File: src/hdl/wrwd_pkg.sv
// ----------------------------------------------------------------------------
// wrwd_pkg: shared types and constants of the windowed rms decimator
// payload structs, register indexes and fixed arithmetic widths
// ----------------------------------------------------------------------------
package wrwd_pkg;

    // sample width of the input field
    localparam int SAMPLE_BITS = 16;

    // configuration port widths
    localparam int CFG_INDEX_W = 3;
    localparam int CFG_DATA_W  = 24;

    // register indexes
    localparam logic [CFG_INDEX_W-1:0] REG_FRAMES_PER_PIXEL = 3'd0;
    localparam logic [CFG_INDEX_W-1:0] REG_CHANNEL_COUNT    = 3'd1;
    localparam logic [CFG_INDEX_W-1:0] REG_PIXEL_COUNT      = 3'd2;
    localparam logic [CFG_INDEX_W-1:0] REG_SKIP_FRAMES      = 3'd3;
    localparam logic [CFG_INDEX_W-1:0] REG_ZOOM_GAIN        = 3'd4;

    // smallest zoom gain, about 0.1 in q8.8
    localparam logic [15:0] MIN_ZOOM = 16'd26;

    // input item
    typedef struct packed {
        logic signed [SAMPLE_BITS-1:0] sample;
        logic                          end_of_buffer;
    } t_in;

    // result item
    typedef struct packed {
        logic [15:0] level;
        logic [11:0] pixel_index;
        logic        last;
    } t_out;

endpackage

File: src/hdl/windowed_rms_waveform_decimator.sv
// ----------------------------------------------------------------------------
// windowed_rms_waveform_decimator: rms level meter for a waveform display
// sums squares of interleaved samples over windows of frames and produces
// one zoomed rms level per window, tagged with its pixel index
// ----------------------------------------------------------------------------
// Usage
//   input channel: one interleaved sample per transfer, with end_of_buffer set
//   on the final sample of the buffer. output channel: level, pixel_index and
//   last. config channel: register index and data, accepted only while the
//   sequencer is idle; a pending write holds off the sample channel, and a
//   write to register index 0 to 4 restarts the pass.
//   A sample that completes no window is accepted, squared through the shared
//   multiplier and accumulated. A sample that closes a window goes on through
//   31 restoring divide steps, a root load and 16 square root steps on one
//   shared subtractor, one gain multiply and the output register load.
//   Reset loads the register defaults and clears the pass state; no sweep.
//   The result waits in an output register; while the receiver stalls a
//   finished level holds the block until it moves into that register, and
//   the next sample is taken once it does.
// ----------------------------------------------------------------------------
module windowed_rms_waveform_decimator #(
    parameter int MAX_PIXELS   = 4096,
    parameter int MAX_CHANNELS = 8
) (
    input  logic                              i_clk,
    input  logic                              i_rst_n,
    // sample channel
    input  logic                              i_in_valid,
    output logic                              o_in_ready,
    input  wrwd_pkg::t_in                     i_in_data,
    // level channel
    output logic                              o_out_valid,
    input  logic                              i_out_ready,
    output wrwd_pkg::t_out                    o_out_data,
    // configuration write channel
    input  logic                              i_cfg_valid,
    output logic                              o_cfg_ready,
    input  logic [wrwd_pkg::CFG_INDEX_W-1:0]  i_cfg_index,
    input  logic [wrwd_pkg::CFG_DATA_W-1:0]   i_cfg_data
);
    import wrwd_pkg::*;

    // derived widths
    localparam int CP_W    = (MAX_CHANNELS > 1) ? $clog2(MAX_CHANNELS) : 1;
    localparam int CHC_W   = 6;
    localparam int PIX_W   = $clog2(MAX_PIXELS + 1);
    localparam int CMP_W   = ((PIX_W > 13) ? PIX_W : 13) + 1;
    localparam int TALLY_W = 17 + $clog2(MAX_CHANNELS);
    localparam int MEAN_W  = 2 * SAMPLE_BITS - 1;
    localparam int SUM_W   = TALLY_W + MEAN_W;
    localparam int SQ_ITER = (MEAN_W + 1) / 2;
    localparam int SQ_W    = 2 * SQ_ITER;
    localparam int SUB_W   = (TALLY_W + 1 > SQ_W) ? TALLY_W + 1 : SQ_W;
    localparam int CNT_W   = $clog2(MEAN_W);
    localparam int PROD_W  = 2 * SAMPLE_BITS;

    // sequencer states
    localparam logic [2:0] ST_IDLE = 3'd0;
    localparam logic [2:0] ST_SQR  = 3'd1;
    localparam logic [2:0] ST_ADD  = 3'd2;
    localparam logic [2:0] ST_DIV  = 3'd3;
    localparam logic [2:0] ST_SQRT = 3'd4;
    localparam logic [2:0] ST_MUL  = 3'd5;
    localparam logic [2:0] ST_OUT  = 3'd6;

    // configuration registers
    logic [15:0]          r_fpp;
    logic [3:0]           r_ch;
    logic [12:0]          r_pc;
    logic [23:0]          r_skip_frames;
    logic [15:0]          r_zoom;

    // pass state
    logic [23:0]          r_skip_left;
    logic [CP_W-1:0]      r_cp;
    logic [15:0]          r_wfc;
    logic [SUM_W-1:0]     r_sum;
    logic [TALLY_W-1:0]   r_tally;
    logic [PIX_W-1:0]     r_pix;
    logic                 r_finished;

    // sequencer and per-item flags
    logic [2:0]           r_state;
    logic [CNT_W-1:0]     r_cnt;
    logic [SAMPLE_BITS-1:0] r_mag;
    logic [PROD_W-1:0]    r_sq;
    logic                 r_add;
    logic                 r_emit;
    logic                 r_clear;
    logic                 r_e_last;
    logic [11:0]          r_e_pix;
    logic [TALLY_W-1:0]   r_e_tally;

    // divider and root registers
    logic [TALLY_W-1:0]   r_rem;
    logic [MEAN_W-1:0]    r_quo;
    logic [SQ_W-1:0]      r_rt_v;
    logic [SQ_W-1:0]      r_rt_res;
    logic [SQ_W-1:0]      r_rt_bit;
    logic [15:0]          r_lvl;

    // output register
    logic                 r_out_valid;
    t_out                 r_out;

    // effective configuration values
    logic [CHC_W-1:0]     eff_ch;
    logic [CMP_W-1:0]     eff_pix;
    logic [15:0]          eff_fpp;
    logic [15:0]          eff_gain;

    always_comb begin
        if (r_ch == 4'd0) begin
            eff_ch = CHC_W'(1);
        end else if (CHC_W'(r_ch) > CHC_W'(MAX_CHANNELS)) begin
            eff_ch = CHC_W'(MAX_CHANNELS);
        end else begin
            eff_ch = CHC_W'(r_ch);
        end
        if (r_pc == 13'd0) begin
            eff_pix = CMP_W'(1);
        end else if (CMP_W'(r_pc) > CMP_W'(MAX_PIXELS)) begin
            eff_pix = CMP_W'(MAX_PIXELS);
        end else begin
            eff_pix = CMP_W'(r_pc);
        end
        eff_fpp  = (r_fpp == 16'd0) ? 16'd1 : r_fpp;
        eff_gain = (r_zoom < MIN_ZOOM) ? MIN_ZOOM : r_zoom;
    end

    // sample bookkeeping at the accept edge
    logic                 in_xfer;
    logic                 frame_end;
    logic                 n_add;
    logic [TALLY_W-1:0]   n_tally;
    logic [15:0]          n_wfc;
    logic                 win_done;
    logic                 n_emit;
    logic                 n_last;
    logic [CMP_W-1:0]     pix_next;
    logic [SAMPLE_BITS-1:0] n_mag;

    assign in_xfer  = i_in_valid && o_in_ready;
    assign pix_next = CMP_W'(r_pix) + CMP_W'(1);
    assign n_mag    = i_in_data.sample[SAMPLE_BITS-1] ?
                      (~i_in_data.sample + 1'b1) : i_in_data.sample;

    always_comb begin
        frame_end = (CHC_W'(r_cp) + CHC_W'(1)) >= eff_ch;
        n_add     = (r_skip_left == 24'd0);
        n_tally   = n_add ? r_tally + TALLY_W'(1) : r_tally;
        n_wfc     = (n_add && frame_end) ? r_wfc + 16'd1 : r_wfc;
        win_done  = n_add && frame_end && (n_wfc >= eff_fpp) && !i_in_data.end_of_buffer;
        n_emit    = win_done || (i_in_data.end_of_buffer && (n_tally != '0));
        n_last    = i_in_data.end_of_buffer || (pix_next >= eff_pix);
    end

    // shared multiplier: squares in ST_SQR, applies gain in ST_MUL
    logic [SAMPLE_BITS-1:0] mul_a;
    logic [SAMPLE_BITS-1:0] mul_b;
    logic [PROD_W-1:0]      mul_p;

    assign mul_a = (r_state == ST_SQR) ? r_mag : r_rt_res[SQ_ITER-1:0];
    assign mul_b = (r_state == ST_SQR) ? r_mag : eff_gain;
    assign mul_p = mul_a * mul_b;

    // shared subtractor: divide steps and root steps
    logic [SUB_W-1:0]     sub_a;
    logic [SUB_W-1:0]     sub_b;
    logic [SUB_W:0]       sub_d;
    logic                 sub_ge;

    always_comb begin
        if (r_state == ST_DIV) begin
            sub_a = SUB_W'({r_rem, r_quo[MEAN_W-1]});
            sub_b = SUB_W'(r_e_tally);
        end else begin
            sub_a = SUB_W'(r_rt_v);
            sub_b = SUB_W'(r_rt_res | r_rt_bit);
        end
        sub_d  = {1'b0, sub_a} - {1'b0, sub_b};
        sub_ge = !sub_d[SUB_W];
    end

    // window sum including the squared sample
    logic [SUM_W-1:0]     sum_new;
    assign sum_new = r_add ? r_sum + SUM_W'(r_sq) : r_sum;

    // rounding and saturation of the gained root
    logic [PROD_W:0]      lvl_round;
    logic [PROD_W-8:0]    lvl_shift;
    assign lvl_round = {1'b0, mul_p} + (PROD_W+1)'(128);
    assign lvl_shift = lvl_round[PROD_W:8];

    // output register takes a finished level when it is empty or draining
    logic                 out_load;
    assign out_load = (r_state == ST_OUT) && (!r_out_valid || i_out_ready);

    // handshakes, configuration only between items and ahead of samples
    assign o_in_ready  = (r_state == ST_IDLE) && !i_cfg_valid;
    assign o_cfg_ready = (r_state == ST_IDLE);
    assign o_out_valid = r_out_valid;
    assign o_out_data  = r_out;

    // sequencer, pass state and configuration
    always_ff @(posedge i_clk) begin
        if (!i_rst_n) begin
            r_fpp         <= 16'd1;
            r_ch          <= 4'd1;
            r_pc          <= 13'd1;
            r_skip_frames <= 24'd0;
            r_zoom        <= 16'd256;
            r_skip_left   <= 24'd0;
            r_cp          <= '0;
            r_wfc         <= 16'd0;
            r_sum         <= '0;
            r_tally       <= '0;
            r_pix         <= '0;
            r_finished    <= 1'b0;
            r_state       <= ST_IDLE;
            r_rt_bit      <= '0;
            r_out_valid   <= 1'b0;
        end else begin
            // output register loads a level or drains on transfer
            if (out_load) begin
                r_out_valid       <= 1'b1;
                r_out.level       <= r_lvl;
                r_out.pixel_index <= r_e_pix;
                r_out.last        <= r_e_last;
            end else if (r_out_valid && i_out_ready) begin
                r_out_valid <= 1'b0;
            end

            case (r_state)
                ST_IDLE: begin
                    if (in_xfer) begin
                        r_mag   <= n_mag;
                        r_state <= ST_SQR;
                        if (r_finished) begin
                            // finished pass: wait for the buffer end
                            r_add   <= 1'b0;
                            r_emit  <= 1'b0;
                            r_clear <= i_in_data.end_of_buffer;
                            if (i_in_data.end_of_buffer) begin
                                r_skip_left <= r_skip_frames;
                                r_cp        <= '0;
                                r_wfc       <= 16'd0;
                                r_tally     <= '0;
                                r_pix       <= '0;
                                r_finished  <= 1'b0;
                            end
                        end else begin
                            r_add     <= n_add;
                            r_emit    <= n_emit;
                            r_e_last  <= n_last;
                            r_e_pix   <= pix_next[11:0] - 12'd1;
                            r_e_tally <= n_tally;
                            if (i_in_data.end_of_buffer) begin
                                // buffer end restarts the pass
                                r_clear     <= 1'b1;
                                r_skip_left <= r_skip_frames;
                                r_cp        <= '0;
                                r_wfc       <= 16'd0;
                                r_tally     <= '0;
                                r_pix       <= '0;
                                r_finished  <= 1'b0;
                            end else begin
                                if (!n_add && frame_end) begin
                                    r_skip_left <= r_skip_left - 24'd1;
                                end
                                r_cp <= frame_end ? '0 : r_cp + CP_W'(1);
                                if (n_emit) begin
                                    r_clear    <= 1'b1;
                                    r_pix      <= pix_next[PIX_W-1:0];
                                    r_finished <= (pix_next >= eff_pix);
                                    r_wfc      <= 16'd0;
                                    r_tally    <= '0;
                                end else begin
                                    r_clear <= 1'b0;
                                    r_wfc   <= n_wfc;
                                    r_tally <= n_tally;
                                end
                            end
                        end
                    end
                end
                ST_SQR: begin
                    r_sq    <= mul_p;
                    r_state <= ST_ADD;
                end
                ST_ADD: begin
                    r_sum <= r_clear ? '0 : sum_new;
                    if (r_emit) begin
                        r_rem   <= sum_new[SUM_W-1:MEAN_W];
                        r_quo   <= sum_new[MEAN_W-1:0];
                        r_cnt   <= CNT_W'(MEAN_W - 1);
                        r_state <= ST_DIV;
                    end else begin
                        r_state <= ST_IDLE;
                    end
                end
                ST_DIV: begin
                    // one restoring divide step per cycle
                    r_quo <= {r_quo[MEAN_W-2:0], sub_ge};
                    r_rem <= sub_ge ? sub_d[TALLY_W-1:0]
                                    : {r_rem[TALLY_W-2:0], r_quo[MEAN_W-1]};
                    if (r_cnt == '0) begin
                        r_state <= ST_SQRT;
                        r_cnt   <= CNT_W'(SQ_ITER - 1);
                    end else begin
                        r_cnt <= r_cnt - CNT_W'(1);
                    end
                end
                ST_SQRT: begin
                    // one root digit per cycle, first cycle loads the quotient
                    if (r_cnt == CNT_W'(SQ_ITER - 1) && r_rt_bit == '0) begin
                        r_rt_v   <= SQ_W'(r_quo);
                        r_rt_res <= '0;
                        r_rt_bit <= SQ_W'(1) << (SQ_W - 2);
                    end else begin
                        if (sub_ge) begin
                            r_rt_v   <= sub_d[SQ_W-1:0];
                            r_rt_res <= (r_rt_res >> 1) | r_rt_bit;
                        end else begin
                            r_rt_res <= r_rt_res >> 1;
                        end
                        r_rt_bit <= r_rt_bit >> 2;
                        if (r_cnt == '0) begin
                            r_state <= ST_MUL;
                        end else begin
                            r_cnt <= r_cnt - CNT_W'(1);
                        end
                    end
                end
                ST_MUL: begin
                    r_lvl    <= (|lvl_shift[PROD_W-8:16]) ? 16'hFFFF : lvl_shift[15:0];
                    r_rt_bit <= '0;
                    r_state  <= ST_OUT;
                end
                ST_OUT: begin
                    if (out_load) begin
                        r_state <= ST_IDLE;
                    end
                end
                default: begin
                    r_state <= ST_IDLE;
                end
            endcase

            // register write restarts the pass
            if (i_cfg_valid && o_cfg_ready && i_cfg_index <= REG_ZOOM_GAIN) begin
                case (i_cfg_index)
                    REG_FRAMES_PER_PIXEL: r_fpp         <= i_cfg_data[15:0];
                    REG_CHANNEL_COUNT:    r_ch          <= i_cfg_data[3:0];
                    REG_PIXEL_COUNT:      r_pc          <= i_cfg_data[12:0];
                    REG_SKIP_FRAMES:      r_skip_frames <= i_cfg_data[23:0];
                    REG_ZOOM_GAIN:        r_zoom        <= i_cfg_data[15:0];
                    default:              r_zoom        <= r_zoom;
                endcase
                r_skip_left <= (i_cfg_index == REG_SKIP_FRAMES) ? i_cfg_data[23:0]
                                                                : r_skip_frames;
                r_cp       <= '0;
                r_wfc      <= 16'd0;
                r_sum      <= '0;
                r_tally    <= '0;
                r_pix      <= '0;
                r_finished <= 1'b0;
            end
        end
    end

    // divider remainder stays below the divisor
    assert property (@(posedge i_clk) disable iff (!i_rst_n)
        (r_state == ST_DIV) |-> (r_rem < r_e_tally))
        else $error("divider remainder not below divisor");

    // a level is produced only from a nonempty window
    assert property (@(posedge i_clk) disable iff (!i_rst_n)
        (r_state == ST_ADD && r_emit) |-> (r_e_tally != '0))
        else $error("level requested from an empty window");

    // root fits the multiplier operand before the gain step
    assert property (@(posedge i_clk) disable iff (!i_rst_n)
        (r_state == ST_MUL) |-> (r_rt_res[SQ_W-1:SQ_ITER] == '0))
        else $error("root wider than the multiplier operand");

    // an emitting accumulate always enters the divider next
    assert property (@(posedge i_clk) disable iff (!i_rst_n)
        (r_state == ST_ADD && r_emit) |=> (r_state == ST_DIV))
        else $error("window close did not start the divider");

    // a finished pass has produced at least one level
    assert property (@(posedge i_clk) disable iff (!i_rst_n)
        r_finished |-> (r_pix != '0))
        else $error("pass finished with no level produced");

endmodule

File: config.mk
export PLATFORM = sky130hd
export DESIGN_NAME = windowed_rms_waveform_decimator
export DESIGN_NICKNAME = d
export VERILOG_FILES = /design/src/hdl/wrwd_pkg.sv /design/src/hdl/windowed_rms_waveform_decimator.sv
export SDC_FILE = /design/constraint.sdc
export NUM_CORES = 2
export LEC_CHECK = 0
export BUFFER_PORTS_ARGS = -buffer_cell sky130_fd_sc_hd__clkbuf_2
export CAP_MARGIN = 5
export CORE_UTILIZATION = 60
export CTS_BUF_LIST = sky130_fd_sc_hd__clkbuf_16
export DETAILED_ROUTE_END_ITERATION = 16
export PLACE_DENSITY = 0.86
export SYNTH_ARGS = -nofsm -noshare
export SYNTH_HDL_FRONTEND = slang
export SYNTH_SLANG_ARGS = --single-unit
File: constraint.sdc
create_clock -name i_clk -period 9.7 [get_ports i_clk]
set_clock_uncertainty 0.15 [all_clocks]
set_input_delay 0.97 -clock i_clk [delete_from_list [all_inputs] [get_ports i_clk]]
set_output_delay 0.97 -clock i_clk [all_outputs]
set_load 0.03 [all_outputs]
==> Word-level counts from Yosys, hierarchy flattened <==
Cells that the tools add are included.
{ "totals": {"regBits": 486, "latch_bits": 0, "mem_bits_rw": 0, "rom_bits": 0, "input_bits": 49, "out_inout_bits": 32, "mem_count": 0} }
{ "classes": {"add_sub_neg": 12, "n_mul": 1, "n_div": 0, "n_lt_le_gt_ge": 7, "eq_ne": 21, "shifts": 0, "muxes": 70, "n_bitwise": 5, "reduce_logical": 58} }
{ "op_table": {"columns": ["operator", "count"], "rows": [
  ["$mux W24", 8],
  ["$mux W16", 9],
  ["$mux W20", 7],
  ["$mux W31", 4],
  ["$mux W51", 2],
  ["$mux W32", 3],
  ["$mux W13", 6],
  ["$pmux W32 S2", 1],
  ["$pmux W31 S2", 1],
  ["$add A51 B32 Y51", 1],
  ["$pmux W20 S2", 1],
  ["$add A32 B8 Y33 const B", 1],
  ["$sub A32 B32 Y33", 1],
  ["$add A16 B1 Y16 const B", 2],
  ["$logic_not A32 Y1", 1],
  ["$mul A16 B16 Y32", 1],
  ["$or A31 B32 Y32", 1],
  ["$or A32 B32 Y32", 1],
  ["$mux W3", 9],
  ["$logic_not A24 Y1", 1],
  ["$sub A24 B1 Y24 const B", 1],
  ["$pmux W3 S7", 1],
  ["$add A20 B1 Y20 const B", 1],
  ["$mux W5", 4],
  ["other kinds (44)", 106]
]} }

==> Depth between registers and ports, before layout <==
{ "depth": {"ltp_word": 13, "ltp_mapped": 34, "mapped_depth_nobuf": 30} }

==> Least setup slack after synthesis <==
Ideal clock, no wire load.
{ "synth_timing": {"path_type": "reg2reg", "start": "reg r_state[0]", "end": "reg r_lvl[10] (data pin)", "setup_ps": 260, "t_arrival_ps": 8349, "t_required_ps": 9290, "setup_slack_ps": 941, "stages_incl_launch_ff": 32, "path_cell_list": "dfxtp_1 > clkbuf_1 > or3b_2 > clkbuf_1 > clkbuf_1 > o22ai_1 > clkbuf_1 > nor2_1 > fa_1 > inv_1 > fa_1 > fa_1 > inv_1 > fa_1 > fa_1 > inv_1 > fa_1 > inv_1 > ha_1 > and2_4 > buf_6 > a221o_1 > a31o_2 > o21ai_0 > nand4b_1 > a211o_1 > a21boi_0 > nand4_1 > xnor2_1 > a211oi_2 > buf_4 > nand3_2"} }
{ "synth_between": {"elab_chain_len": 5, "word_cells_on_any_way": 6} }
{ "synth_rtl": {"columns": ["item", "line_no", "text"], "rows": [
  ["from (decl)", "windowed_rms_waveform_decimator.sv:83", "logic [2:0] r_state;"],
  ["from (signal assigned)", "windowed_rms_waveform_decimator.sv:220", "r_state <= ST_IDLE;"],
  ["from (signal assigned)", "windowed_rms_waveform_decimator.sv:238", "r_state <= ST_SQR;"],
  ["from (signal assigned)", "windowed_rms_waveform_decimator.sv:289", "r_state <= ST_ADD;"],
  ["$eq A3 B1 Y1 (*)", "windowed_rms_waveform_decimator.sv:163, windowed_rms_waveform_decimator.sv:164", null],
  ["$mux W16 (on tied branches)", "windowed_rms_waveform_decimator.sv:163, windowed_rms_waveform_decimator.sv:164", null],
  ["$mul A16 B16 Y32 (*)", "windowed_rms_waveform_decimator.sv:165", "assign mul_p = mul_a * mul_b;"],
  ["$add A32 B8 Y33 (*)", "windowed_rms_waveform_decimator.sv:192", "assign lvl_round = {1'b0, mul_p} + (PROD_W+1)'(128);"],
  ["$reduce_or A9 Y1", "windowed_rms_waveform_decimator.sv:336", "r_lvl <= (|lvl_shift[PROD_W-8:16]) ? 16'hFFFF : lvl_shift[15:0];"],
  ["to (signal assigned)", "windowed_rms_waveform_decimator.sv:336", null],
  ["to (decl)", "windowed_rms_waveform_decimator.sv:100", "logic [15:0] r_lvl;"]
]} }
Mark *: on every way between the ends. The rest lies on a longest branch, timed or not.
A chain may end at the register's enable or synchronous reset.

==> Worst setup path in the final report <==
{ "layout_timing": {"start": "reg r_state[0]", "end": "reg r_lvl[2] (data pin)"} }
The elaborated chain is that of the path after synthesis.

==> results.yml <==
clocking:
  clock_latency_ns: 0.62
  h-tree-depth: 2
  cts_tree: "built"
  cts.path.max_buffers: 3
  path_clk_slew_ns: 0.06
  cts.sinks: 469
  cts_buffers: 49
  clk_root_buffer_cell: "clkbuf_16"
synth:
  synth_flop_cell: "edfxtp_1"
  avgSynthCellArea_um2: 8.951
  yosysUniqueCellTypes: 105
  syn-instance-count: 3885
  synthArstFlopShare_pct: 0
  synth_area_um2: 34770
  syn_nets: 4339
  synth-seq-cells: 469
  seq_area_frac_synth_pct: 34.14
  synth_edf_count: 248
  ys_warn_count: 0
die:
  placeableCoreArea_um2: 56820
  die-height_um: 242.7
  die_width_um: 242.7
  start_util_pct: 61.20
  die_area_um2: 58920
  rows: 87
  io_pins: 81
setup_path:
  slowest_stage: "or3b_2"
  endpoint_kind: "flop"
  arrival_ns: 9.39
  cp.required_ns: 9.86
  path_delay_family: "adder cells"
  path_max_fanout: 34
  critPathKind: "reg -> reg"
  cp_common_cell: "fa_1"
  max_stage_delay_ns: 0.64
  start_kind: "flop"
  crit_buf_inv: 6
sta:
  worst_slew_margin_rel_pct: 15.79
  period_needed_ns: 9.223
  worst_hold_slack_ns: 0.2632
  rsz0062_at_grt: "no"
  setup_viol: 0
  hold_viol_final: 0
  min_period_over_period_pct: 95.08
  setup-tns-final_ns: 0
  worst_pin_slew_ns: 1.252
  final_max_slew_viol_count: 0
  fmax_mhz: 108.4
placement:
  portBuffers: 80
  globalplace.congestion: 1.005
  place_hpwl_mm: 66.36
drt:
  wirelength_mm: 89.94
  drt.antenna.violating_nets: 0
  vias: 28627
  firstDrtPassIters: 6
  via_per_inst: 6.103
  wire_per_inst_um: 19.17
  post-route-drc-count: 0
  drtIter0Drc: 2879
global_routing:
  grt_pass1_wl_mm: 144.5
  grt_pass1_vias: 27607
  antenna_found_initial: 1
  grt_max_degree: 87
  grt_use_total_pct: 30.28
  gr-total-overflow: 0
final_layout:
  layout.nets: 4349
  area_growth_pct: 8.168
  layout-drive-gt1-share_pct: 7.802
  fillCellCount: 4410
  multi_input_area_um2: 21040
  seq_area_um2: 11870
  diodes: 0
power_and_ir_drop:
  powerDensity_nw_per_um2: 266.3
  max-vdd-ir-drop_mv: 0.4154
  p_leak_nw: 16.04
outcome:
  status: "completed"
flow_run:
  maxCapViolCount: 0
min_path:
  min_path_type: "reg -> reg"
## metrics by stage
stage	instances	utilization (%)	power [W]	setup WS (ns)	area, um^2
CTS	4688	66.13	0.009883	0.2695	37580
detailed placement	4597	63.14	0.007863	0.3353	35880
global placement	4597	63.14	0.007704	0.5571	35880
floorplan	3885	-	0.006692	0.9414	34770
finish	4691	66.20	0.01002	0.4772	37610
global route	4691	66.20	0.01071	0.09073	37610
## per-layer routing
layer / vias up / wire length, um / GRT usage, %
li1: 13394 / - / -
met1: 13712 / 36890 / 40.21
met2: 1288 / 41620 / 49.29
met3: 231 / 7782 / 5.274
met4: 2 / 3632 / 11.78
met5: - / 9 / 0
## synthesized netlist by cell type (6+ instances only)
cell	instances	area (um^2)
a211o_1	8	70.07
a211oi_1	18	135.1
a21boi_0	71	533.0
a21o_1	58	435.4
a21oi_1	211	1056
a22o_1	36	315.3
a22oi_1	19	142.6
a31oi_1	31	193.9
a32oi_1	31	271.5
and2_1	67	419.2
and3_1	44	275.3
buf_1	9	33.78
clkbuf_1	163	611.8
dfxtp_1	221	4424
edfxtp_1	248	7447
fa_1	196	3924
ha_1	209	2615
inv_1	317	1190
mux2i_1	86	860.8
nand2_1	641	2406
nand2b_1	31	193.9
nand3_1	64	320.3
nand3_2	11	110.1
nand4_1	39	244.0
nor2_1	347	1303
nor2b_1	33	206.5
nor3_1	46	230.2
nor3b_1	6	45.04
nor4_1	22	137.6
o211a_1	7	70.07
o211ai_1	18	135.1
o21a_1	13	97.59
o21ai_0	146	730.7
o21bai_1	12	90.09
o22ai_1	23	143.9
o31ai_1	11	82.58
or2_2	18	112.6
or3_1	32	200.2
or4_1	7	52.55
xnor2_1	124	1086
xor2_1	64	560.5
## cells in the final DEF, fill, tap and decap left out, drive strengths merged, types with 13 or more instances in the layout
cell type,instances
edfxtp,248
dfxtp,221
and2,71
inv,330
or3,35
a21oi,213
o21ai,150
mux2i,86
nand4,41
nor2b,34
fa,196
xor2,64
ha,209
nand3,76
a21o,59
a32oi,31
or2,19
clkinv,18
a21boi,71
nor4,24
buf,63
o21a,13
nand2,641
nand2b,31
nor2,348
a22o,36
and3,45
o22ai,23
a31oi,32
xnor2,125
nor3,50
clkbuf,130
a211oi,21
o211ai,18
a22oi,19
## where the power goes
part	total, W	switching, W	internal, W
combinational	0.00562	0.00356	0.00206
clock	0.00199	0.000840	0.00115
sequential	0.00240	0.0000612	0.00234
total	0.0100	0.00446	0.00555
## worst paths after layout
path                     from  cells after the start  slack, ns        endpoint
hold reg to reg   r_e_pix[10]                      0       0.26  o_out_data[11]
setup / recovery   r_state[0]                     28       0.48        r_lvl[2]
hold / removal    r_e_pix[10]                      0       0.26  o_out_data[11]
setup reg to reg   r_state[0]                     28       0.48        r_lvl[2]
## flip-flops by register name (all words and copies together), names as in the netlist, 24 cells and up
register / count
r_sum: 51
r_rt_v: 32
r_sq: 32
r_quo: 31
r_rt_res: 31
o_out_data: 29
r_skip_frames: 24
r_skip_left: 24
## logic make-up (layout without fill, tap and decap cells)
family	Yosys count	in the layout	share of synthesized area, %
flip-flops	469	469	34.14
AND/OR/NAND/NOR	1455	1455	19.34
XOR/XNOR	189	189	4.782
buffers and inverters	500	550	5.548
AO/OA/AOI/OAI	776	776	14.75
multiplexers	91	91	2.637
adder cells (fa/ha/maj)	405	405	18.80
## timing repair
action	in CTS	in global routing
buffers inserted	0	3
setup endpoints to repair	0	16
hold buffers	0	0
gates resized for setup	0	3
## cell type report
type                       count  share of cell area, %
clock inverter                40                  1.128
multi-input combinational   2916                  55.94
sequential                   469                  31.56
clock buffer                  51                  3.393
timing repair buffer         142                  2.302
inverter                     317                  3.163
tap                          756                  2.515
## worst register-to-register path, delay by kind of cell (launching register included)
kind            cells  cell delay (ns)
flops               1             0.32
fa+ha+maj           7             3.47
xor+xnor            1             0.21
compound gates      6             2.07
buf+inv             6             0.77
simple gates        8             1.97
Power figures use the tool's default switching activity.
